[src/rtl/fdr_pkg.sv]
package fdr_pkg;

  localparam int SQRT_STEPS = 30;
  localparam int DIV_STEPS  = 17;

  localparam logic signed [15:0] COS_ONE  = 16'sd16384;
  localparam logic [16:0]        REFL_ONE = 17'd65536;
  localparam logic [28:0]        ONE_Q28  = 29'h1000_0000;

  typedef struct packed {
    logic signed [15:0] cos_incident;
    logic [15:0]        index_incident;
    logic [15:0]        index_transmitted;
  } in_t;

  typedef struct packed {
    logic [16:0] reflectance;
    logic        total_internal;
  } out_t;

  // One step of the bit-serial square root, with the operands that ride along.
  typedef struct packed {
    logic [31:0] rem;
    logic [29:0] root;
    logic [59:0] rad;
    logic        tir;
    logic [15:0] ni;
    logic [30:0] nic;
    logic [46:0] nt2c;
  } sq_t;

  // One restoring-division lane.
  typedef struct packed {
    logic [64:0] rem;
    logic [63:0] dsh;
    logic [16:0] q;
    logic        den_zero;
  } dl_t;

  typedef struct packed {
    dl_t  par;
    dl_t  perp;
    logic tir;
  } dv_t;

endpackage

[src/rtl/fdr_sqrt_cell.sv]
module fdr_sqrt_cell (
  input  logic         clk,
  input  logic         rst_n,
  input  logic         adv,
  input  logic         in_v,
  input  fdr_pkg::sq_t in_c,
  output logic         out_v,
  output fdr_pkg::sq_t out_c
);
  import fdr_pkg::*;

  logic        v_r;
  sq_t         c_r;
  sq_t         c_nxt;
  logic [33:0] cur;
  logic [33:0] trial;
  logic [33:0] diff;

  always_comb begin
    cur   = {in_c.rem, in_c.rad[59:58]};
    trial = {2'b00, in_c.root, 2'b01};
    diff  = cur - trial;
    c_nxt = in_c;
    c_nxt.rad = {in_c.rad[57:0], 2'b00};
    if (cur >= trial) begin
      c_nxt.rem  = diff[31:0];
      c_nxt.root = {in_c.root[28:0], 1'b1};
    end else begin
      c_nxt.rem  = cur[31:0];
      c_nxt.root = {in_c.root[28:0], 1'b0};
    end
  end

  always_ff @(posedge clk) begin
    if (!rst_n) begin
      v_r <= 1'b0;
    end else if (adv) begin
      v_r <= in_v;
    end
  end

  always_ff @(posedge clk) begin
    if (adv) begin
      c_r <= c_nxt;
    end
  end

  assign out_v = v_r;
  assign out_c = c_r;

endmodule

[config.mk]
export PLATFORM = sky130hd
export DESIGN_NAME = fdr_sqrt_cell
export DESIGN_NICKNAME = d
export VERILOG_FILES = /design/src/rtl/fdr_pkg.sv /design/src/rtl/fdr_sqrt_cell.sv
export SDC_FILE = /design/constraint.sdc
export NUM_CORES = 1
export LEC_CHECK = 0
export ABC_AREA = 1
export BUFFER_PORTS_ARGS = -buffer_cell sky130_fd_sc_hd__buf_2
export CAP_MARGIN = 20
export CORE_AREA = 3 3 171 173
export DETAILED_ROUTE_END_ITERATION = 12
export DIE_AREA = 0 0 174 176
export GPL_ROUTABILITY_DRIVEN = 0
export GPL_TIMING_DRIVEN = 0
export SLEW_MARGIN = 20
export SYNTH_ARGS = -nofsm -noshare
export SYNTH_HDL_FRONTEND = slang
export SYNTH_SLANG_ARGS = --single-unit
[constraint.sdc]
create_clock -name clk -period 2.1 [get_ports clk]
set_input_delay 0.105 -clock clk [delete_from_list [all_inputs] [get_ports clk]]
set_output_delay 0.105 -clock clk [all_outputs]
set_load 0.01 [all_outputs]
==> flow_summary.json <==
{
  "clkLatencyLatePin_ns": 0.52,
  "hold_path.class": "in -> reg",
  "dpl.hpwl_um": 26200,
  "yosysTopAreaCell": "edfxtp_1",
  "clk_path_buf_depth": 3,
  "grt_pass1_wl_um": 53000,
  "power.density_mw_per_mm2": 774,
  "grt_max_degree": 88,
  "area.sequential_mm2": 0.00648,
  "ys_warn_count": 0,
  "finalHoldViolCount": 0,
  "crit_top_cell": "nand2_1",
  "postSynthCellCount": 868,
  "synthArstFlopShare": 0,
  "p_total_uw": 12100,
  "fin_crit_ns": 2.00,
  "path_delay_family": "buffers and inverters",
  "setup_viol": 0,
  "nFillCells": 2455,
  "path_cells": "dlygate4sd3_1 -> buf_2 -> inv_1 -> ha_2 -> nand2_1 -> nand2_1 -> a21oi_4 -> a21oi_4 -> nor2_4 -> nand2_8 -> buf_12 -> nand3_2 -> nand2_1",
  "max_stage_delay_ns": 0.53,
  "cts_sinks": 216,
  "netlist_area_mm2": 0.00970,
  "outcome": "complete, no violations",
  "die_h_um": 176,
  "overflow": 0,
  "avgSynthCellArea_um2": 11.2,
  "viasPerCell": 4.48,
  "synthTopCellsByCount": "273 x nand2_1, 215 x edfxtp_1, 145 x inv_1",
  "root_buffer": "clkbuf_16",
  "finalCritPeriodShare": 0.952,
  "critPathArrivalTime_ns": 2.26,
  "cap_violations": 0,
  "vias": 8721,
  "boundaryPins": 439,
  "worst_pin_slew_ns": 0.534,
  "yosysSeqAreaShare": 0.668,
  "leakagePower_uw": 0.00742,
  "grt_pass1_vias": 8751,
  "post-route-drc-count": 0,
  "critical_path_class": "in -> reg",
  "layout.nets": 1802,
  "synth_edf_count": 215,
  "fp.dieW_um": 174,
  "h-tree-depth": 1,
  "crit_slowest_cell": "dlygate4sd3_1",
  "layout-drive-gt1-share": 0.351,
  "slew-limit-headroom": 0.644,
  "finalClockSkew_ns": 0,
  "cts_tree": "done",
  "globalRouteTotalUtil": 0.226,
  "core_area_mm2": 0.0278,
  "start_util": 0.349,
  "yosys_register_bits": 216,
  "clk_pin_slew_ns": 0.06,
  "multi_input_area_mm2": 0.00272,
  "synth.most_common_cell": "nand2_1",
  "rsz0062_at_grt": "yes",
  "antenna_found_initial": 8,
  "numCtsBuffers": 24,
  "yosys-top-cells-area": "edfxtp_1 67%, nand2_1 11%, inv_1 5.6%, ha_1 4.1%, nand3_1 2.8%",
  "synthDistinctLibCells": 33,
  "path_buf_inv": 4,
  "ant_nets": 0,
  "max_freq_mhz": 500,
  "yosysTopAreaCellShare": 0.666,
  "dieArea_mm2": 0.0306,
  "rows": 61,
  "routed_wl_um": 36300,
  "cp.required_ns": 2.36,
  "crit_path_end_kind": "register",
  "portBuffers": 436,
  "holdWs_ns": 0.0303,
  "startpoint_type": "input port",
  "synth_ff_type": "edfxtp_1",
  "critPathMaxFanout": 10,
  "dr.first_iter.drc_count": 532,
  "ir_drop_uv": 743,
  "dr.pass1.iters": 6,
  "avgRoutedWirePerCell_um": 18.6,
  "slew_violations": 0,
  "syn_to_final_growth_pct": 60.7
}
==> worst register-to-register path: stages, from the launching register on <==
cell and delay (ns):
dfxtp_1 0.31, o21ai_0 0.16, a21oi_1 0.05, dlygate4sd3_1 0.57
==> metrics by stage <==
stage	instances	utilization	setup WS (ns)	area [um^2]	setup TNS [ns]
final	1946	0.561	0.101	15600	0
after global routing	1946	0.561	-0.0103	15600	-0.0103
after CTS	1944	0.555	0.00495	15400	0
after detailed placement	1685	0.447	-0.0847	12400	-1.13
after global placement	1683	0.445	-2.16	12400	-438.23
after floorplan	869	-	0.377	9700	0
==> area by class of cell <==
class                      count  area share
sequential                   216       0.416
timing repair buffer         654       0.283
clock inverter                19      0.0156
multi-input combinational    491       0.174
buffer                        12     0.00642
tap                          378      0.0303
antenna                        1    0.000161
inverter                     150      0.0361
clock buffer                  25      0.0388
==> layer usage <==
layer,track usage,wire (um)
met5,0,59
met4,0.0851,1690
met3,0.0563,2560
met2,0.403,18100
met1,0.263,13800
==> worst paths after layout <==
kind,start,endpoint,slack [ns],cells past startpoint
hold / removal,adv,out_c[210]$_DFFE_PP_,0.03,1
hold reg to reg,out_v$_SDFFE_PN0P_,out_v$_SDFFE_PN0P_,1.10,3
setup / recovery,in_c[180],out_c[201]$_DFFE_PP_,0.10,13
setup reg to reg,out_v$_SDFFE_PN0P_,out_v$_SDFFE_PN0P_,0.90,3
==> cells in the final DEF (no fill, tap or decap), types with 3 or more instances in the layout <==
cell type      Yosys  layout
bufinv_16          0       5
dlygate4sd3_1      0     215
buf_4              2       6
inv_2              4       4
clkbuf_16          0      24
nor3_1             6       4
a21oi_1           20      18
nor2_2             9      10
nand3_2           16      15
and2_1             5       5
nand3b_1          11      11
nor2_4             2       3
nand2_1          273     268
inv_1            145     145
ha_2               0       3
nand2_4            1       3
nor2_1            30      28
buf_2              7     439
nand2_2            5       8
clkinv_4           0       3
clkinv_2           0       4
ha_1              32      23
edfxtp_1         215     215
clkinv_1           1       5
nand3_1           55      55
ha_4               0       6
xor2_1            13      13
==> repair_timing <==
item | in CTS | in global routing
setup buffers | 0 | 1
endpoints found under the hold margin | 214 | 0
hold buffers | 215 | 0
endpoints found under the setup margin | 0 | 31
resized for setup | 0 | 34
==> registers in the layout, indices dropped and copies added, names as in the netlist <==
register and count:
out_c 215, out_v 1
==> power breakdown <==
group / switching [uW] / leakage [uW] / internal, uW
registers: 98.2 / 0.00211 / 5200
logic: 1290 / 0.00490 / 1000
clock network: 1750 / 0.000409 / 2720
total: 3140 / 0.00742 / 8920
==> kinds of logic after synthesis <==
logic type               count (synthesis)  share of synthesized area
AND/OR/NAND/NOR                        418                      0.196
flip-flops                             216                      0.668
buffers and inverters                  162                     0.0676
adder cells (fa/ha/maj)                 32                     0.0413
AO/OA/AOI/OAI                           26                     0.0154
XOR/XNOR                                13                     0.0117
other                                    1                   0.000387
Power figures use the tool's default switching activity.
