$ cat config.mk
export PLATFORM = sky130hd
export DESIGN_NAME = fdr_div_cell
export DESIGN_NICKNAME = d
export VERILOG_FILES = /design/src/rtl/fdr_pkg.sv /design/src/rtl/fdr_div_cell.sv
export SDC_FILE = /design/constraint.sdc
export NUM_CORES = 1
export LEC_CHECK = 0
export BUFFER_PORTS_ARGS = -buffer_cell sky130_fd_sc_hd__buf_2
export CORE_AREA = 2 2 229 231
export CTS_CLUSTER_SIZE = 8
export DETAILED_ROUTE_END_ITERATION = 8
export DIE_AREA = 0 0 231 233
export PLACE_DENSITY_LB_ADDON = 0.05
export SLEW_MARGIN = 30
export SYNTH_ARGS = -nofsm -noshare
export SYNTH_HDL_FRONTEND = slang
export SYNTH_SLANG_ARGS = --single-unit
$ cat constraint.sdc
create_clock -name clk -period 6 [get_ports clk]
set_clock_uncertainty 0.15 [all_clocks]
set_input_delay 0.6 -clock clk [delete_from_list [all_inputs] [get_ports clk]]
set_output_delay 0.6 -clock clk [all_outputs]
set_load 0.1 [all_outputs]
$ cat src/rtl/fdr_pkg.sv
package fdr_pkg;

  localparam int SQRT_STEPS = 30;
  localparam int DIV_STEPS  = 17;

  localparam logic signed [15:0] COS_ONE  = 16'sd16384;
  localparam logic [16:0]        REFL_ONE = 17'd65536;
  localparam logic [28:0]        ONE_Q28  = 29'h1000_0000;

  typedef struct packed {
    logic signed [15:0] cos_incident;
    logic [15:0]        index_incident;
    logic [15:0]        index_transmitted;
  } in_t;

  typedef struct packed {
    logic [16:0] reflectance;
    logic        total_internal;
  } out_t;

  // One step of the bit-serial square root, with the operands that ride along.
  typedef struct packed {
    logic [31:0] rem;
    logic [29:0] root;
    logic [59:0] rad;
    logic        tir;
    logic [15:0] ni;
    logic [30:0] nic;
    logic [46:0] nt2c;
  } sq_t;

  // One restoring-division lane.
  typedef struct packed {
    logic [64:0] rem;
    logic [63:0] dsh;
    logic [16:0] q;
    logic        den_zero;
  } dl_t;

  typedef struct packed {
    dl_t  par;
    dl_t  perp;
    logic tir;
  } dv_t;

endpackage

$ cat src/rtl/fdr_div_cell.sv
module fdr_div_cell (
  input  logic         clk,
  input  logic         rst_n,
  input  logic         adv,
  input  logic         in_v,
  input  fdr_pkg::dv_t in_c,
  output logic         out_v,
  output fdr_pkg::dv_t out_c
);
  import fdr_pkg::*;

  logic v_r;
  dv_t  c_r;
  dv_t  c_nxt;

  // Compare against the divisor at the current bit weight, then halve the divisor.
  function automatic dl_t div_step(dl_t l);
    dl_t  r;
    logic ge;
    r  = l;
    ge = (l.rem >= {1'b0, l.dsh});
    if (ge) begin
      r.rem = l.rem - {1'b0, l.dsh};
    end
    r.q   = {l.q[15:0], ge};
    r.dsh = {1'b0, l.dsh[63:1]};
    return r;
  endfunction

  always_comb begin
    c_nxt      = in_c;
    c_nxt.par  = div_step(in_c.par);
    c_nxt.perp = div_step(in_c.perp);
  end

  always_ff @(posedge clk) begin
    if (!rst_n) begin
      v_r <= 1'b0;
    end else if (adv) begin
      v_r <= in_v;
    end
  end

  always_ff @(posedge clk) begin
    if (adv) begin
      c_r <= c_nxt;
    end
  end

  assign out_v = v_r;
  assign out_c = c_r;

endmodule

==> impl_metrics.xml <==
<?xml version="1.0" encoding="UTF-8"?>
<metrics>
  <group name="grt">
    <metric name="global_route.usage.total" unit="">0.2230</metric>
    <metric name="first_global_vias" unit="">15863</metric>
    <metric name="grt-ovfl-total" unit="">0</metric>
    <metric name="pin_count_of_the_biggest_net_entering_global_routing" unit="">113</metric>
    <metric name="grt_first_pass_wirelength" unit="um">92050</metric>
    <metric name="antenna_found_initial" unit="">14</metric>
  </group>
  <group name="synth">
    <metric name="postSynth.topFlopCell" unit="">edfxtp_1</metric>
    <metric name="netlist.area_leader.share" unit="">0.4760</metric>
    <metric name="post_synth_num_cell_types" unit="">83</metric>
    <metric name="synth_seq_area_share" unit="">0.4771</metric>
    <metric name="synth_largest_area_cell" unit="">edfxtp_1</metric>
    <metric name="synthCells" unit="">1837</metric>
    <metric name="synth_area_per_cell" unit="um^2">10.06</metric>
    <metric name="synth.top_cells.by_area" unit="">edfxtp_1, ha_1, a21oi_1</metric>
    <metric name="ys_warn_count" unit="">0</metric>
    <metric name="number_of_enable_type_register_cells_in_the_synthesized_netlist" unit="">293</metric>
    <metric name="syn_area" unit="mm^2">0.01849</metric>
    <metric name="yosys_register_bits" unit="">294</metric>
    <metric name="async_reset_ff_frac" unit="">0</metric>
    <metric name="synthMostInstantiatedCell" unit="">edfxtp_1</metric>
    <metric name="post_synth_most_frequent_cells" unit="">edfxtp_1, a21oi_1, nand2_1</metric>
  </group>
  <group name="clocking">
    <metric name="cts.repair_timing.setup_buffer_count" unit="">0</metric>
    <metric name="cts_root_buf" unit="">clkbuf_16</metric>
    <metric name="clock_path_buffers" unit="">3</metric>
    <metric name="ctsResizeCount" unit="">0</metric>
    <metric name="cts-htree-levels" unit="">2</metric>
    <metric name="worst_skew_pair.late_latency" unit="ps">570</metric>
    <metric name="tritoncts_num_sinks" unit="">294</metric>
    <metric name="cts_inserted_buffers" unit="">44</metric>
    <metric name="holdBufCountCts" unit="">0</metric>
    <metric name="cts_tree" unit="">built</metric>
    <metric name="worst_setup_hold_path_clk_slew" unit="ps">50</metric>
  </group>
  <group name="floorplanning">
    <metric name="die-area" unit="mm^2">0.05382</metric>
    <metric name="core_outline_area" unit="mm^2">0.05109</metric>
    <metric name="rows" unit="">83</metric>
    <metric name="die-width" unit="um">231</metric>
    <metric name="vertical_extent_of_the_die" unit="um">233</metric>
    <metric name="design.portCount" unit="">595</metric>
    <metric name="initial_standard_cell_utilization_of_the_core" unit="">0.3618</metric>
  </group>
  <group name="critical_path">
    <metric name="worst-path-buf-inv" unit="">4</metric>
    <metric name="crit_chain" unit="">buf_2, inv_1, ha_1, nor2b_1, o31a_1, o31a_1, nor4b_2, o31ai_1, a32o_1, a31oi_4, buf_12, buf_4, o21ai_0</metric>
    <metric name="crit_path_end_kind" unit="">flop</metric>
    <metric name="crit_arrival" unit="ps">4290</metric>
    <metric name="setup.worst_path.class" unit="">input pin to flop</metric>
    <metric name="critical_path_required" unit="ps">6150</metric>
    <metric name="worst_setup_path_start_kind" unit="">input pin</metric>
    <metric name="cp_common_cell" unit="">o31a_1</metric>
    <metric name="critPathMaxStageDelay" unit="ps">770</metric>
    <metric name="worst_path_dominant_cell_family" unit="">compound AO/OA/AOI/OAI gates</metric>
    <metric name="crit_path_slowest_cell" unit="">a31oi_4</metric>
    <metric name="path_max_fanout" unit="">58</metric>
  </group>
  <group name="routing">
    <metric name="first_iter_violations" unit="">944</metric>
    <metric name="via_count" unit="">15839</metric>
    <metric name="drt-pass1-iter-count" unit="">5</metric>
    <metric name="antenna_left" unit="">0</metric>
    <metric name="detail_route.drc_violations" unit="">0</metric>
    <metric name="post_drt_via_cell_ratio" unit="">5.093</metric>
    <metric name="postRouteWirelength" unit="um">61920</metric>
    <metric name="detail_route.wl_per_cell" unit="um">19.91</metric>
  </group>
  <group name="sta">
    <metric name="fmax" unit="MHz">241.6</metric>
    <metric name="maxSlewHeadroom" unit="">0.3438</metric>
    <metric name="finalHoldViolCount" unit="">0</metric>
    <metric name="setup_ws" unit="ps">1861</metric>
    <metric name="post-route-period-util" unit="">0.6899</metric>
    <metric name="setup_viol" unit="">0</metric>
    <metric name="worst-slew-pin-transition" unit="ps">975.3</metric>
    <metric name="finalMaxSlewViolations" unit="">0</metric>
    <metric name="grt_setup_unrepaired" unit="">no</metric>
    <metric name="shortest_period_the_worst_path_allows" unit="ps">4139</metric>
    <metric name="setup_total_negative_slack" unit="ps">0</metric>
  </group>
  <group name="power_and_ir_drop">
    <metric name="post_route_total_power" unit="uW">8130</metric>
    <metric name="power_density" unit="mW/mm^2">349.2</metric>
    <metric name="worst_vdd_rail_ir_drop" unit="mV">0.2557</metric>
    <metric name="reported_leakage_power" unit="uW">0.01045</metric>
  </group>
  <group name="hold_path">
    <metric name="min-delay-path-class" unit="">input pin to flop</metric>
  </group>
  <group name="placed_design">
    <metric name="dpl_worst_slack" unit="ps">1212</metric>
    <metric name="finalWeightedCongestion" unit="">0.8457</metric>
    <metric name="portBuffers" unit="">590</metric>
    <metric name="post_dp_cell_area" unit="mm^2">0.02206</metric>
    <metric name="place_hpwl" unit="um">50640</metric>
  </group>
  <group name="cells_and_area">
    <metric name="filler_cell_count" unit="">5029</metric>
    <metric name="final_area" unit="mm^2">0.02328</metric>
    <metric name="fraction_of_final_layout_cells_with_drive_strength_greater_than_1" unit="">0.2858</metric>
    <metric name="flow.area_growth_from_synthesis" unit="%">25.96</metric>
    <metric name="layout.nets" unit="">2838</metric>
  </group>
  <group name="status">
    <metric name="status" unit="">completed</metric>
  </group>
  <group name="job">
    <metric name="timing.max_cap.violations" unit="">0</metric>
  </group>
</metrics>
## cell families (layout without fill, tap and decap cells)
family / count (synthesis) / count (layout) / synth area share
AO/OA/AOI/OAI: 569 / 569 / 0.1912
AND/OR/NAND/NOR: 469 / 469 / 0.1185
multiplexers: 20 / 20 / 0.01536
other: 1 / 7 / 0.0002029
XOR/XNOR: 120 / 120 / 0.05686
adder cells (fa/ha/maj): 130 / 130 / 0.08880
buffers and inverters: 234 / 821 / 0.05198
flip-flops: 294 / 294 / 0.4771
## final timing paths
check,endpoint,slack [ps],cells after the start,startpoint
hold / removal,out_c[162],50,1,in_c[161]
hold reg to reg,out_v,380,2,out_v
setup / recovery,out_c[106],1860,13,in_c[20]
setup reg to reg,out_v,5250,2,out_v
## layout by cell type, fill, tap and decap left out, types with 5 or more instances in the layout
| cell type | instances |
|---|---|
| a211oi_1 | 5 |
| a21o_1 | 74 |
| a21oi_1 | 205 |
| a31oi_1 | 20 |
| and2_1 | 8 |
| and3_1 | 14 |
| buf_2 | 589 |
| buf_4 | 6 |
| clkbuf_1 | 11 |
| clkbuf_16 | 44 |
| diode_2 | 5 |
| edfxtp_1 | 293 |
| ha_1 | 128 |
| inv_1 | 159 |
| mux2_4 | 16 |
| nand2_1 | 174 |
| nand2b_1 | 15 |
| nand3_1 | 18 |
| nand4_1 | 41 |
| nor2_1 | 119 |
| nor2b_1 | 16 |
| nor3_1 | 28 |
| nor4_1 | 8 |
| o211ai_1 | 9 |
| o21a_1 | 15 |
| o21ai_0 | 139 |
| o21ai_1 | 11 |
| o21bai_1 | 20 |
| o31ai_1 | 10 |
| or3_1 | 5 |
| or4_1 | 6 |
| xnor2_1 | 63 |
| xor2_1 | 57 |
## stage by stage
stage | cells | util | hold WS (ps)
after detailed placement | 3043 | 0.4318 | 363.5
final | 3110 | 0.4557 | 49.43
after global placement | 3043 | 0.4318 | 348.1
after CTS | 3105 | 0.4555 | 16.22
after global routing | 3108 | 0.4556 | 30.36
after floorplan | 1838 | - | 548.9
## report_power, final
part,switching (uW),internal [uW]
Sequential,57.7,2560
Clock,911,1320
Combinational,2600,678
Total,3560,4570
## layer usage
metal	GRT usage	up-vias	wire length, um
li1	-	7859	-
met1	0.2733	7420	25770
met2	0.3877	457	30300
met3	0.05490	87	4276
met4	0.06411	16	1457
met5	0	-	114
## final cells by class
cell class	count	area, um^2	area share
diodes	5	12.51	0.0005374
clock buffers	55	1142	0.04906
clock inverters	7	65.06	0.002794
inverters	160	600.6	0.02579
multi-input cells	1310	8726	0.3748
flip-flops and latches	294	8818	0.3787
well taps	680	850.8	0.03654
repair buffers	599	3068	0.1318
## state kept, by name, summed over array words and instances, names as in the netlist
signal,flops
out_v,1
out_c,293
(Power assumes the default switching activity.)
